==> config.mk <==
export PLATFORM = sky130hd
export DESIGN_NAME = ikc_mac_cell
export DESIGN_NICKNAME = d
export VERILOG_FILES = /design/src/rtl/core/ikc_pkg.sv /design/src/rtl/core/ikc_mac_cell.sv
export SDC_FILE = /design/constraint.sdc
export NUM_CORES = 2
export LEC_CHECK = 0
export ABC_AREA = 1
export BUFFER_PORTS_ARGS = -buffer_cell sky130_fd_sc_hd__buf_2
export CAP_MARGIN = 20
export CORE_AREA = 2 2 359 361
export DETAILED_ROUTE_END_ITERATION = 10
export DIE_AREA = 0 0 361 363
export PLACE_DENSITY = 0.63
export SKIP_CTS_REPAIR_TIMING = 1
export SYNTH_ARGS = -nofsm -noshare
export SYNTH_HDL_FRONTEND = slang
export SYNTH_SLANG_ARGS = --single-unit
==> constraint.sdc <==
create_clock -name clk -period 16.05 [get_ports clk]
set_input_delay 2.4075 -clock clk [delete_from_list [all_inputs] [get_ports clk]]
set_output_delay 2.4075 -clock clk [all_outputs]
set_load 0.01 [all_outputs]
==> src/rtl/core/ikc_pkg.sv <==
package ikc_pkg;

  localparam int MaxWidth  = 1024;
  localparam int MaxHeight = 4096;
  localparam int ColW      = $clog2(MaxWidth);
  localparam int RowW      = $clog2(MaxHeight) + 1;
  localparam int WidthW    = ColW + 1;
  localparam int InRowW    = RowW + 1;
  localparam int BaseW     = InRowW + WidthW + 1;
  localparam int NumTaps   = 9;
  localparam int TapIdxW   = $clog2(NumTaps);
  localparam int AccW      = 29;
  localparam int CfgIdxW   = 3;
  localparam int CfgDataW  = 48;

  localparam logic [1:0] EDGE_CLAMP   = 2'd0;
  localparam logic [1:0] EDGE_BORDER  = 2'd1;
  localparam logic [1:0] EDGE_CONFINE = 2'd2;

  localparam logic [CfgIdxW-1:0] REG_KERNEL_ROW0  = 3'd0;
  localparam logic [CfgIdxW-1:0] REG_KERNEL_ROW1  = 3'd1;
  localparam logic [CfgIdxW-1:0] REG_KERNEL_ROW2  = 3'd2;
  localparam logic [CfgIdxW-1:0] REG_EDGE_MODE    = 3'd3;
  localparam logic [CfgIdxW-1:0] REG_BORDER_COLOR = 3'd4;
  localparam logic [CfgIdxW-1:0] REG_IMAGE_WIDTH  = 3'd5;
  localparam logic [CfgIdxW-1:0] REG_IMAGE_HEIGHT = 3'd6;
  localparam logic [CfgIdxW-1:0] REG_HAS_ALPHA    = 3'd7;

  typedef struct packed {
    logic       mode;
    logic [7:0] in_red;
    logic [7:0] in_green;
    logic [7:0] in_blue;
    logic [7:0] in_alpha;
  } in_beat_t;

  typedef struct packed {
    logic [7:0] out_red;
    logic [7:0] out_green;
    logic [7:0] out_blue;
    logic [7:0] out_alpha;
    logic       last_of_frame;
  } out_beat_t;

  typedef struct packed {
    logic [NumTaps-1:0][31:0] win;
    logic [RowW-1:0]          orow;
    logic [ColW-1:0]          ocol;
    logic                     last;
  } ikc_item_t;

  typedef struct packed {
    logic [NumTaps-1:0][31:0] taps;
    logic                     copy;
    logic [31:0]              center;
    logic                     last;
    logic [3:0][AccW-1:0]     acc;
  } ikc_lane_t;

endpackage

==> src/rtl/core/ikc_mac_cell.sv <==
module ikc_mac_cell import ikc_pkg::*; (
  input  logic        clk,
  input  logic        rst,
  input  logic        up_valid,
  input  ikc_lane_t   up_lane,
  output logic        up_ready,
  input  logic [31:0] tap,
  input  logic [15:0] coef,
  input  logic        down_ready,
  output logic        valid,
  output ikc_lane_t   lane
);

  logic signed [24:0] prod [4];
  ikc_lane_t          lane_next;

  assign up_ready = !valid || down_ready;

  always_comb begin
    lane_next = up_lane;
    for (int ch = 0; ch < 4; ch++) begin
      prod[ch] = $signed({1'b0, tap[8*ch +: 8]}) * $signed(coef);
      lane_next.acc[ch] = up_lane.acc[ch] + {{(AccW-25){prod[ch][24]}}, prod[ch]};
    end
  end

  always_ff @(posedge clk) begin
    if (rst) begin
      valid <= 1'b0;
    end else if (up_ready) begin
      valid <= up_valid;
    end
  end

  always_ff @(posedge clk) begin
    if (up_ready) begin
      lane <= lane_next;
    end
  end

endmodule

Word-level counts from Yosys, hierarchy flattened
Index checks and enable logic that the tools add are counted.
- flip-flop bits (word level): 439
- latch bits: 0
- RAM bits: 0
- bits in read-only memories: 0
- input bits: 490
- output and inout bits: 440
- logic and storage cells: 27
- memories: 0
- add/subtract/negate cells: 4
- $mul: 4
- div/mod/pow operators: 0
- order comparisons: 0
- equal/unequal tests: 0
- shifts and indexed selects: 0
- muxes and demuxes: 0
- bitwise logic cells: 0
- reductions and logical operators: 2
- operators by type and width (kind ; count):
    $add 29x29->29 ; 4
    $mul 9x16->25 ; 4
    $logic_not 1->1 ; 1
    $logic_or 1x1->1 ; 1

Logic depth before layout (Yosys ltp)
- depth in word-level cells: 2
- depth in mapped cells: 36
- depth with buffers taken out: 34

Least setup slack after synthesis
No wires, ideal clock.
- path type: input to output
- start: in down_ready
- end: out up_ready
- arrival: 11.716 ns
- data required time: 13.642 ns
- setup slack: 1.926 ns
- cell stages on the path: 2
- buffers on the path: 0
- path through: inv_1 nand2_1
- cells in the longest elaborated chain, start to end: 1
- ends and longest elaborated chain (element ; line ; source):
    start: declaration ; ikc_mac_cell.sv:9 ; input logic down_ready,
    $logic_or 1x1->1 ; ikc_mac_cell.sv:17 ; assign up_ready = !valid || down_ready;
    end: declaration ; ikc_mac_cell.sv:6 ; output logic up_ready,
No other way between the ends.

==> results.txt <==
Yosys cell types = 37
fin nets = 6593
ports placed on the boundary = 930
RSZ-0062 raised after global routing = false
period utilisation layout = 50.7%
slew at the pin closest to its max-slew limit = 1.03 ns
leading cell types in the layout, fill and taps excluded = nand2_1, inv_1, buf_2
Setup TNS = 0 ns
clock skew after layout = 0.0266 ns
Area Growth Syn to Fin = 20.8%
GR Util met1 = 33.7%
die span in x = 361 um
internal power component = 5.89 mW
Psw = 7.12 mW
via count of the first global-routing pass = 33900
Max FO, Critical Path = 32
total wire length after detailed routing = 168 mm
filler instances = 13100
Gate Count Post-Synth = 4491
total instance count after detailed placement = 6978
final std cells w/o fill = 7133
Wirelength per Cell = 23.6 um
maximum number of pins on one net before global-route repair = 137
critical path class = primary input to register
highest ir drop seen on vdd = 0.179 mV
launching element type of the critical path = primary input
primary flip-flop cell chosen by synthesis mapping = edfxtp_1
Detail Placement HPWL = 145 mm
leakage = 25.8 nW
DRC violation count after routing = 0
met3 track utilization from global routing = 7.64%
placement row count = 131
total gr overflow = 0
Initial Util = 31.5%
sequential cell area fraction in the yosys report = 32.9%
Power per Cell Area = 269 mW/mm^2
number of nets with antenna violations after detailed routing = 0
antenna violations before repair = 154
switching part of the total = 54.7%
average via count per standard cell = 4.83
total of flip-flops plus latches after synthesis = 439
Clock Sinks = 439
CTS tree = yes
run status = finished, final reports clean
routed via count = 34400
Final Setup Violations = 0
Hold Slack = 1.04 ns
CTS Buf Count = 52
count of routing violations after the opening detailed-route iteration = 3235
Clock H-tree levels = 2
global route hottest layer = met2
total count of max-transition violations in the final report = 0
die area = 0.131 mm^2
critical path required time = 16.47 ns
number of buffers on the longest clock path = 3
DR pass1 iterations = 6
area of all placed cells without fillers = 0.0483 mm^2
count of input and output buffers = 929
first-pass GRT wire length = 238 mm
final-report hold violation count = 0
class of the most critical hold timing path = register to register
worst slew margin relative to its limit = 31.3%
Worst-path clk slew = 0.06 ns
portion of total power attributed to the clock network = 9.6%
share of the core filled with cells = 38.0%
maximum clock rate = 123 MHz
cell area reported after detailed placement = 0.0464 mm^2
met2 routing resource usage after global routing = 39.8%
portion of total power attributed to combinational logic = 75.3%
arrival time worst endpoint = 8.56 ns
clock latency on the worst-skew pair = 0.66 ns
average size of a mapped cell = 8.90 um^2
layout cell share with drive strength beyond 1 = 20.2%
max cap viols = 0
core area = 0.127 mm^2
capturing element type of the critical path = register
overall fraction of global-route tracks in use = 25.3%
die span in y = 363 um
Post-synth EDFFs = 438
most frequent standard cell in the layout excluding fill and tap cells = nand2_1
share of synthesized registers carrying an async set or reset = 0%
sequential cell fraction of total power = 15.1%
Post-Synthesis Cell Area = 0.0400 mm^2
root buffer cell = clkbuf_16
Synth warnings = 0
routability congestion estimate = 1.02
Synthesized Nets = 5713
minimum clock period = 8.14 ns
## flip-flops by register name (all words and copies together) (netlist names)
name and flops:
lane 438, valid 1
## power groups by stage
stage                     clock, mW  sequential, mW  combinational, mW
after floorplan                   0            2.08               6.70
after global placement            0            1.99               9.68
after detailed placement          0            1.99               9.65
after CTS                      1.29            1.97               9.71
after global routing           1.33            1.98               10.9
final                          1.25            1.96               9.79
## cells by family (layout without fill, tap and decap cells)
| family | after synthesis | after routing | synth area share (%) |
|---|---|---|---|
| AO/OA/AOI/OAI | 409 | 409 | 5.89 |
| XOR/XNOR | 160 | 160 | 3.50 |
| adder cells (fa/ha/maj) | 732 | 732 | 30.6 |
| buffers and inverters | 1189 | 2112 | 11.2 |
| flip-flops | 439 | 439 | 32.9 |
| other | 0 | 57 | 0 |
| AND/OR/NAND/NOR | 1562 | 1562 | 15.9 |
## cells in the mapped netlist, types with 5 or more instances
master / count / area [um^2]
nand2_1: 1077 / 4040
inv_1: 1071 / 4020
edfxtp_1: 438 / 13200
fa_1: 412 / 8250
ha_1: 320 / 4000
nor2_1: 223 / 837
a21oi_1: 201 / 1010
nand3_1: 137 / 686
xor2_1: 113 / 990
clkbuf_1: 112 / 420
o21ai_0: 81 / 405
xnor2_1: 47 / 412
nand4_1: 35 / 219
nor3_1: 34 / 170
a21o_1: 27 / 203
o21ai_1: 22 / 110
nor2_2: 19 / 119
nand2_2: 16 / 100
o21ai_2: 16 / 140
o21bai_1: 15 / 113
a31oi_1: 14 / 87.6
nor4_1: 11 / 68.8
a211oi_1: 10 / 75.1
o211ai_1: 7 / 52.6
inv_2: 6 / 22.5
o211ai_2: 5 / 62.6
## worst paths after layout
kind / from / endpoint / slack [ns] / cells after the start
worst max-delay path: coef[12] / lane[76] / 7.91 / 23
worst min-delay path: valid / lane[170] / 1.04 / 1
worst max register to register: valid / lane[246] / 12.96 / 3
worst min register to register: valid / lane[170] / 1.04 / 1
## through the flow
stage | power (mW) | worst slack [ns]
after global placement | 11.7 | 7.39
after global routing | 14.2 | 7.54
after floorplan | 8.78 | 1.93
after detailed placement | 11.6 | 7.38
after CTS | 13.0 | 8.07
final | 13.0 | 7.91
## area by class of cell
type | count | area, um^2 | share of cell area (%)
well taps | 1662 | 2080 | 4.30
clock buffers | 63 | 1360 | 2.82
clock inverters | 34 | 398 | 0.824
flip-flops and latches | 439 | 13200 | 27.3
multi-input cells | 2863 | 22400 | 46.3
diodes | 57 | 143 | 0.295
repair buffers | 938 | 4750 | 9.83
inverters | 1077 | 4040 | 8.37
## worst max-delay path, cell delays in order
cell	delay (ns)
buf_2	0.67
nand2_1	0.19
fa_1	0.58
inv_1	0.06
fa_1	0.49
fa_1	0.55
inv_1	0.05
fa_1	0.47
inv_1	0.04
ha_1	0.34
a21oi_1	0.24
o21ai_0	0.18
a21o_1	0.20
a31oi_1	0.18
xnor2_1	0.14
ha_1	0.42
nand2_1	0.15
nor2_1	0.22
inv_1	0.08
nor2_1	0.23
nand4_1	0.13
nand3_1	0.16
xor2_1	0.37
## per-layer routing
layer,vias up,routed length (um)
met2,1495,75400
met3,310,16300
met5,-,228
met1,16900,71400
li1,15700,-
met4,34,4790
Power figures use the tool's default switching activity.
